--- src/hw/rtl/swpt_pkg.sv ---
`timescale 1ns / 1ps

package swpt_pkg;

    // width of the free-running time base and of all durations
    localparam int TIME_BITS = 32;
    localparam int COUNT_BITS = 32;
    localparam int CFG_DATA_BITS = 32;
    localparam int CFG_IDX_BITS = 3;

    // operation codes carried by an input transaction
    typedef enum logic [1:0] {
        OP_STEP  = 2'd0,
        OP_START = 2'd1,
        OP_STOP  = 2'd2
    } t_op;

    // configuration register indexes
    typedef enum logic [CFG_IDX_BITS-1:0] {
        REG_START_LEVEL = 3'd0,
        REG_DELAY_TIME  = 3'd1,
        REG_LOW_TIME    = 3'd2,
        REG_HIGH_TIME   = 3'd3,
        REG_PHASE_COUNT = 3'd4
    } t_reg_idx;

    // generator mode
    typedef enum logic [2:0] {
        MODE_IDLE  = 3'b001,
        MODE_SETUP = 3'b010,
        MODE_RUN   = 3'b100
    } t_mode;

    // input transaction payload
    typedef struct packed {
        logic [1:0]           op;
        logic [TIME_BITS-1:0] now_time;
    } t_in;

    // result transaction payload
    typedef struct packed {
        logic line_level;
        logic toggled;
        logic idle;
    } t_out;

    // live configuration handed to the generator core
    typedef struct packed {
        logic                  start_level;
        logic [TIME_BITS-1:0]  delay_time;
        logic [TIME_BITS-1:0]  low_time;
        logic [TIME_BITS-1:0]  high_time;
        logic [COUNT_BITS-1:0] phase_count;
    } t_cfg;

endpackage

--- src/hw/rtl/square_wave_pulse_train.sv ---
`timescale 1ns / 1ps

// Square wave pulse train generator. Each input transaction (step, start or
// stop) gives exactly one result transaction holding the line level, a toggle
// flag and the idle flag. A transaction is taken into an input register; once
// the output register is free, the generator state and the result are worked
// out in a single pass (one time compare plus the deadline adds), and the
// result sits in an output register until the sink takes it. One transaction
// per clock is sustained when the output is not stalled. Configuration
// registers are written through their own port, which is always ready; write
// them only while the generator is idle.

module square_wave_pulse_train (
    input  logic                               i_clk,
    input  logic                               i_rst_n,
    input  logic                               i_in_valid,
    output logic                               o_in_stall,
    input  swpt_pkg::t_in                      i_in_data,
    output logic                               o_out_valid,
    input  logic                               i_out_stall,
    output swpt_pkg::t_out                     o_out_data,
    input  logic                               i_cfg_valid,
    output logic                               o_cfg_ready,
    input  logic [swpt_pkg::CFG_IDX_BITS-1:0]  i_cfg_index,
    input  logic [swpt_pkg::CFG_DATA_BITS-1:0] i_cfg_data
);
    import swpt_pkg::*;

    t_cfg w_cfg;
    t_in  r_in_data;
    logic r_in_valid;
    t_out w_result;
    t_out r_out_data;
    logic r_out_valid;
    logic w_out_free;
    logic w_fire;
    logic w_in_take;

    swpt_cfg u_cfg (
        .i_clk       (i_clk),
        .i_rst_n     (i_rst_n),
        .i_cfg_valid (i_cfg_valid),
        .o_cfg_ready (o_cfg_ready),
        .i_cfg_index (i_cfg_index),
        .i_cfg_data  (i_cfg_data),
        .o_cfg       (w_cfg)
    );

    // pipeline handshake
    assign w_out_free = !r_out_valid || !i_out_stall;
    assign w_fire     = r_in_valid && w_out_free;
    assign o_in_stall = r_in_valid && !w_out_free;
    assign w_in_take  = i_in_valid && !o_in_stall;

    swpt_core u_core (
        .i_clk    (i_clk),
        .i_rst_n  (i_rst_n),
        .i_fire   (w_fire),
        .i_item   (r_in_data),
        .i_cfg    (w_cfg),
        .o_result (w_result)
    );

    // input register
    always_ff @(posedge i_clk) begin
        if (!i_rst_n) begin
            r_in_valid <= 1'b0;
        end else if (w_in_take) begin
            r_in_valid <= 1'b1;
        end else if (w_fire) begin
            r_in_valid <= 1'b0;
        end
    end

    always_ff @(posedge i_clk) begin
        if (w_in_take) begin
            r_in_data <= i_in_data;
        end
    end

    // result register
    always_ff @(posedge i_clk) begin
        if (!i_rst_n) begin
            r_out_valid <= 1'b0;
        end else if (w_fire) begin
            r_out_valid <= 1'b1;
        end else if (!i_out_stall) begin
            r_out_valid <= 1'b0;
        end
    end

    always_ff @(posedge i_clk) begin
        if (w_fire) begin
            r_out_data <= w_result;
        end
    end

    assign o_out_valid = r_out_valid;
    assign o_out_data  = r_out_data;

endmodule

--- src/hw/rtl/swpt_cfg.sv ---
`timescale 1ns / 1ps

module swpt_cfg (
    input  logic                               i_clk,
    input  logic                               i_rst_n,
    input  logic                               i_cfg_valid,
    output logic                               o_cfg_ready,
    input  logic [swpt_pkg::CFG_IDX_BITS-1:0]  i_cfg_index,
    input  logic [swpt_pkg::CFG_DATA_BITS-1:0] i_cfg_data,
    output swpt_pkg::t_cfg                     o_cfg
);
    import swpt_pkg::*;

    t_cfg r_cfg;
    logic w_wr;

    // register file is always able to take a write
    assign o_cfg_ready = 1'b1;
    assign w_wr = i_cfg_valid && o_cfg_ready;
    assign o_cfg = r_cfg;

    // register writes by index, unknown indexes ignored
    always_ff @(posedge i_clk) begin
        if (!i_rst_n) begin
            r_cfg.start_level <= 1'b1;
            r_cfg.delay_time  <= '0;
            r_cfg.low_time    <= '0;
            r_cfg.high_time   <= '0;
            r_cfg.phase_count <= COUNT_BITS'(2);
        end else if (w_wr) begin
            case (i_cfg_index)
                REG_START_LEVEL: begin
                    r_cfg.start_level <= i_cfg_data[0];
                end
                REG_DELAY_TIME: begin
                    r_cfg.delay_time <= i_cfg_data[TIME_BITS-1:0];
                end
                REG_LOW_TIME: begin
                    r_cfg.low_time <= i_cfg_data[TIME_BITS-1:0];
                end
                REG_HIGH_TIME: begin
                    r_cfg.high_time <= i_cfg_data[TIME_BITS-1:0];
                end
                REG_PHASE_COUNT: begin
                    r_cfg.phase_count <= i_cfg_data[COUNT_BITS-1:0];
                end
                default: begin
                end
            endcase
        end
    end

endmodule

--- src/hw/rtl/swpt_core.sv ---
`timescale 1ns / 1ps

module swpt_core (
    input  logic           i_clk,
    input  logic           i_rst_n,
    input  logic           i_fire,
    input  swpt_pkg::t_in  i_item,
    input  swpt_pkg::t_cfg i_cfg,
    output swpt_pkg::t_out o_result
);
    import swpt_pkg::*;

    t_mode                 r_mode, n_mode;
    logic                  r_wave, n_wave;
    logic                  r_drv, n_drv;
    logic [COUNT_BITS-1:0] r_left, n_left;
    logic [TIME_BITS-1:0]  r_deadline, n_deadline;
    logic                  w_toggled;

    logic [TIME_BITS:0]    w_delay_sum;
    logic [TIME_BITS-1:0]  w_high_sum;
    logic [TIME_BITS-1:0]  w_low_sum;
    logic                  w_delay_zero;
    logic                  w_setup_hit;
    logic                  w_run_hit;
    logic                  w_wave_a;

    // deadline candidates, all computed in parallel from now
    assign w_delay_sum = {1'b0, i_item.now_time} + {1'b0, i_cfg.delay_time};
    assign w_high_sum  = i_item.now_time + i_cfg.high_time;
    assign w_low_sum   = i_item.now_time + i_cfg.low_time;
    assign w_delay_zero = (i_cfg.delay_time == '0);

    // first step after start: deadline reached at once when the delay is zero,
    // otherwise only when now plus delay wrapped past the top
    assign w_setup_hit = w_delay_zero || w_delay_sum[TIME_BITS];
    assign w_run_hit   = (i_item.now_time >= r_deadline);

    // next state and result
    always_comb begin
        n_mode     = r_mode;
        n_wave     = r_wave;
        n_drv      = r_drv;
        n_left     = r_left;
        n_deadline = r_deadline;
        w_toggled  = 1'b0;
        w_wave_a   = r_wave;
        case (i_item.op)
            OP_START: begin
                n_left = i_cfg.phase_count;
                n_wave = i_cfg.start_level;
                n_mode = MODE_SETUP;
            end
            OP_STOP: begin
                n_drv  = r_left[0] ? i_cfg.start_level : ~i_cfg.start_level;
                n_mode = MODE_IDLE;
            end
            OP_STEP: begin
                if (r_mode == MODE_SETUP) begin
                    // opposite level, held for the delay
                    w_wave_a = ~i_cfg.start_level;
                    n_wave   = w_wave_a;
                    n_mode   = MODE_RUN;
                    if (w_delay_zero) begin
                        n_deadline = '0;
                    end else begin
                        n_drv      = w_wave_a;
                        n_deadline = w_delay_sum[TIME_BITS-1:0];
                    end
                end
                if ((r_mode == MODE_SETUP && w_setup_hit) ||
                    (r_mode == MODE_RUN && w_run_hit)) begin
                    // phase toggle
                    if (r_left != '0) begin
                        n_left = r_left - COUNT_BITS'(1);
                        if (r_left == COUNT_BITS'(1)) begin
                            n_mode = MODE_IDLE;
                        end
                    end
                    n_wave     = ~w_wave_a;
                    n_drv      = ~w_wave_a;
                    n_deadline = w_wave_a ? w_low_sum : w_high_sum;
                    w_toggled  = 1'b1;
                end
            end
            default: begin
            end
        endcase
    end

    assign o_result.line_level = n_drv;
    assign o_result.toggled    = w_toggled;
    assign o_result.idle       = (n_mode == MODE_IDLE);

    // generator state
    always_ff @(posedge i_clk) begin
        if (!i_rst_n) begin
            r_mode     <= MODE_IDLE;
            r_wave     <= 1'b0;
            r_drv      <= 1'b0;
            r_left     <= '0;
            r_deadline <= '0;
        end else if (i_fire) begin
            r_mode     <= n_mode;
            r_wave     <= n_wave;
            r_drv      <= n_drv;
            r_left     <= n_left;
            r_deadline <= n_deadline;
        end
    end

`ifndef NO_ASSERTIONS
    // a toggle never comes out of an idle generator
    a_no_toggle_idle: assert property (@(posedge i_clk) disable iff (!i_rst_n)
        (i_fire && w_toggled) |-> (r_mode != MODE_IDLE))
        else $error("toggle produced while idle");

    // a start transaction always leaves the generator in setup
    a_start_setup: assert property (@(posedge i_clk) disable iff (!i_rst_n)
        (i_fire && i_item.op == OP_START) |=> (r_mode == MODE_SETUP))
        else $error("start did not arm setup");

    // a running generator only finishes on its last phase
    a_finish_last: assert property (@(posedge i_clk) disable iff (!i_rst_n)
        (i_fire && i_item.op == OP_STEP && r_mode == MODE_RUN && n_mode == MODE_IDLE)
        |-> (r_left == COUNT_BITS'(1) && w_toggled))
        else $error("run ended before last phase");

    // the toggled level is what the line shows
    a_toggle_level: assert property (@(posedge i_clk) disable iff (!i_rst_n)
        (i_fire && w_toggled) |=> (r_drv == r_wave))
        else $error("line level differs from wave after toggle");
`endif

endmodule
--- config.mk ---
export PLATFORM = sky130hd
export DESIGN_NAME = square_wave_pulse_train
export DESIGN_NICKNAME = d
export VERILOG_FILES = /design/src/hw/rtl/swpt_pkg.sv /design/src/hw/rtl/square_wave_pulse_train.sv /design/src/hw/rtl/swpt_cfg.sv /design/src/hw/rtl/swpt_core.sv
export SDC_FILE = /design/constraint.sdc
export NUM_CORES = 1
export LEC_CHECK = 0
export BUFFER_PORTS_ARGS = -buffer_cell sky130_fd_sc_hd__buf_2
export CAP_MARGIN = 15
export CORE_ASPECT_RATIO = 0.7
export CORE_MARGIN = 5
export CORE_UTILIZATION = 47
export DETAILED_ROUTE_END_ITERATION = 8
export GPL_ROUTABILITY_DRIVEN = 0
export PLACE_DENSITY = 0.66
export SLEW_MARGIN = 20
export SYNTH_ARGS = -nofsm -noshare
export SYNTH_HDL_FRONTEND = slang
export SYNTH_SLANG_ARGS = --single-unit
--- constraint.sdc ---
create_clock -name i_clk -period 4.3 [get_ports i_clk]
set_clock_uncertainty 0.2 [all_clocks]
set_input_delay 1.29 -clock i_clk [delete_from_list [all_inputs] [get_ports i_clk]]
set_output_delay 1.29 -clock i_clk [all_outputs]
set_load 0.005 [all_outputs]
==> results.yml <==
logic_synthesis:
  synth_top_area_cell: "dfxtp_1"
  avgSynthCellArea_um2: 7.98
  syn_area_um2: 13700
  yosys-top-cells-area: "dfxtp_1 (29%), nand2_1 (9.6%), a21oi_1 (9.2%)"
  synth.yosys.warnings: 0
  synthArstFlopShare: 0
  yosysTopAreaCellShare: 0.292
  seq_area_frac_synth: 0.374
  synth_top_flop_cell: "dfxtp_1"
  synth_cell_types: 69
  synth_edf_count: 37
  synthCells: 1716
  ys_seq_elements: 237
  synth_fp_nets: 1889
clocking:
  cts_buffers: 25
  path_clk_slew_ns: 0.06
  clockBufferDepth: 3
  insertion_delay_ns: 0.54
  cts_setup_buffers: 0
  cts_root_buffer: "clkbuf_16"
  cts.sinks: 237
  h-tree-depth: 1
  cts_tree: "built"
finish:
  post-route-util: 0.541
  final_nets: 1940
  layoutNonFillerInstCount: 2163
  final_common_cell: "nand2_1"
  final_cell_mix: "nand2_1 (350), a21oi_1 (250), dfxtp_1 (200)"
  syn_to_final_growth_pct: 13.8
  filler_cell_count: 2706
  layout-drive-gt1-share: 0.132
  diodes: 0
run:
  maxCapViolCount: 0
global_routing:
  grt_pass1_vias: 11800
  gr-usage-met1: 0.340
  grt_busiest_layer: "met2"
  grt_max_degree: 66
  antenna_found_initial: 0
  grt_usage: 0.234
  grtUsageMet3: 0.0389
  grt_overflow: 0
  grt_pass1_wl_mm: 63.1
  met2_usage: 0.367
timing:
  rsz0062_at_grt: "true"
  period_needed_ns: 4.17
  tightest_slew_ns: 0.769
  setup_violations: 0
  relSlewSlack: 0.482
  min_period_over_period: 0.969
  fmax_ghz: 0.240
  drv_slew: 0
  finalHoldViolations: 0
  hold-worst-slack_ns: 0.254
drt:
  drtAntennaViolNets: 0
  drt_pass1_iterations: 5
  drt_iter0_markers: 1058
  via_per_inst: 5.86
  finalWirelength_mm: 40.3
  drc: 0
  via_count: 12700
  routedWlPerCell_um: 18.6
critical_path:
  worstRegToRegCells: 17
  cpPeakStageDelay_ns: 0.43
  worst_r2r_endpoint: "u_core.r_deadline[30]$_SDFFE_PN0P_"
  start_kind: "flop"
  path_class: "flop to flop"
  r2r_slack_ns: 0.13
  crit_path_frequent_cell: "a21oi_2"
  end_kind: "flop"
  critPathMaxFanout: 4
  crit_path_top_delay_cell: "fa_1"
  worstPathCellList: "nand2b_1 -> nor2_1 -> buf_4 -> o21ai_4 -> mux2_2 -> ha_1 -> fa_1 -> a21oi_2 -> o211ai_1 -> o2111a_2 -> o21ai_2 -> a21oi_2 -> o22ai_1 -> o311a_1 -> xnor2_1 -> a22oi_1 -> a21oi_1"
  arrival_ns: 4.38
  r2r_start: "u_core.r_mode[0]$_SDFFE_PN1P_"
  cp.required_ns: 4.51
hold_path:
  holdPathStages: 2
  hold_class: "flop to flop"
  holdPathEnd: "u_cfg.o_cfg[63]$_SDFFE_PN0P_"
  timing.hold.worst.start: "u_cfg.o_cfg[63]$_SDFFE_PN0P_"
die:
  rows: 52
  die_w_um: 214
  core_area_um2: 28800
  dieArea_um2: 32700
  initial_core_util: 0.475
  die_height_um: 153
  ios: 80
placement:
  dpl.cell_count: 2118
  dp_hpwl_mm: 29.2
  io_buffers: 78
power_and_ir_drop:
  power.density_nw_per_um2: 355
  ir_drop_mv: 0.253
  power.leakage_nw: 6.14
outcome:
  status: "complete, no violations"
==> Yosys cell counts, types with 10 or more instances <==
cell type / number
nand2_1: 350
a21oi_1: 252
dfxtp_1: 200
ha_1: 97
o21ai_0: 96
clkbuf_1: 94
nor2_1: 80
inv_1: 56
nor3_1: 39
xnor2_1: 39
edfxtp_1: 37
mux2_2: 33
a21o_1: 31
nand3_1: 27
nand4_1: 20
a211oi_1: 19
a22oi_1: 18
xor2_1: 17
nor4_1: 14
nand2b_1: 13
a31oi_1: 12
or3_1: 11
o211ai_1: 10
==> final cells by class <==
class | instances | area (µm²) | share of cell area
Clock buffer | 34 | 774 | 0.0497
Clock inverter | 11 | 141 | 0.00907
Inverter | 57 | 216 | 0.0139
Multi-Input combinational cell | 1323 | 8060 | 0.517
Sequential cell | 237 | 5110 | 0.328
Tap cell | 378 | 473 | 0.0304
Timing Repair Buffer | 123 | 802 | 0.0515
==> metal layers <==
metal	part of all wire	wire, µm	up-vias
li1	-	-	6231
met2	0.44	17600	329
met1	0.48	19500	6052
met5	0	0	-
met3	0.056	2250	63
met4	0.022	901	0
==> worst max path at each step <==
stage	from	to
floorplan	u_core.r_mode[0]$_SDFFE_PN1P_	u_core.r_deadline[30]$_SDFFE_PN0P_
global placement	u_core.r_mode[0]$_SDFFE_PN1P_	u_core.r_deadline[31]$_SDFFE_PN0P_
detailed placement	u_core.r_mode[0]$_SDFFE_PN1P_	u_core.r_deadline[30]$_SDFFE_PN0P_
CTS	u_core.r_mode[0]$_SDFFE_PN1P_	u_core.r_deadline[30]$_SDFFE_PN0P_
global route	u_core.r_mode[0]$_SDFFE_PN1P_	u_core.r_deadline[31]$_SDFFE_PN0P_
finish	u_core.r_mode[0]$_SDFFE_PN1P_	u_core.r_deadline[30]$_SDFFE_PN0P_
==> worst max-delay path: cells and delay by family, from the launching register on <==
kind | cells | cell delay [ns]
multiplexers | 1 | 0.39
buffers and inverters | 1 | 0.16
flip-flops | 1 | 0.33
AND/OR/NAND/NOR | 2 | 0.23
XOR/XNOR | 1 | 0.07
adder cells (fa/ha/maj) | 2 | 0.66
AO/OA/AOI/OAI | 10 | 2.01
==> per-stage QoR <==
| stage | setup WS (ns) | area, µm² | power, mW | TNS [ns] |
|---|---|---|---|---|
| 2_1_floorplan | 0.0576 | 13700 | 2.89 | 0 |
| 3_3_place_gp | 0.0216 | 14600 | 3.14 | 0 |
| 3_5_place_dp | -0.0388 | 14600 | 3.15 | -0.0598 |
| 4_1_cts | 0.0433 | 15500 | 5.56 | 0 |
| 5_1_grt | -0.0759 | 15600 | 5.73 | -0.0965 |
| 6_report | 0.135 | 15600 | 5.53 | 0 |
==> logic make-up (layout without fill, tap and decap cells) <==
kind of cell    after synthesis  after routing  synth area share
buf+inv                     156            225            0.0431
compound gates              529            529             0.232
xor+xnor                     56             56            0.0358
fa+ha+maj                    99             99            0.0915
mux                          37             37            0.0301
other cells                   1              1          0.000274
flops                       237            237             0.374
simple gates                601            601             0.193
==> power breakdown <==
group	internal [mW]	switching, mW
clock network	1.45	0.957
registers	2.31	0.0558
logic	0.291	0.467
==> registers in the layout, summed over array words and instances, names as in the netlist <==
name and flops:
o_out_data 3, o_out_valid 1, r_in_data 34, r_in_valid 1
u_cfg.o_cfg 129, u_core.r_deadline 32, u_core.r_drv 1, u_core.r_left 32
u_core.r_mode 3, u_core.r_wave 1
==> timing repair <==
action,in CTS,in global routing
gates resized for setup,2,13
endpoints found under the setup margin,2,12
hold buffers,0,0
pin swaps,0,2
(Power assumes the default switching activity.)
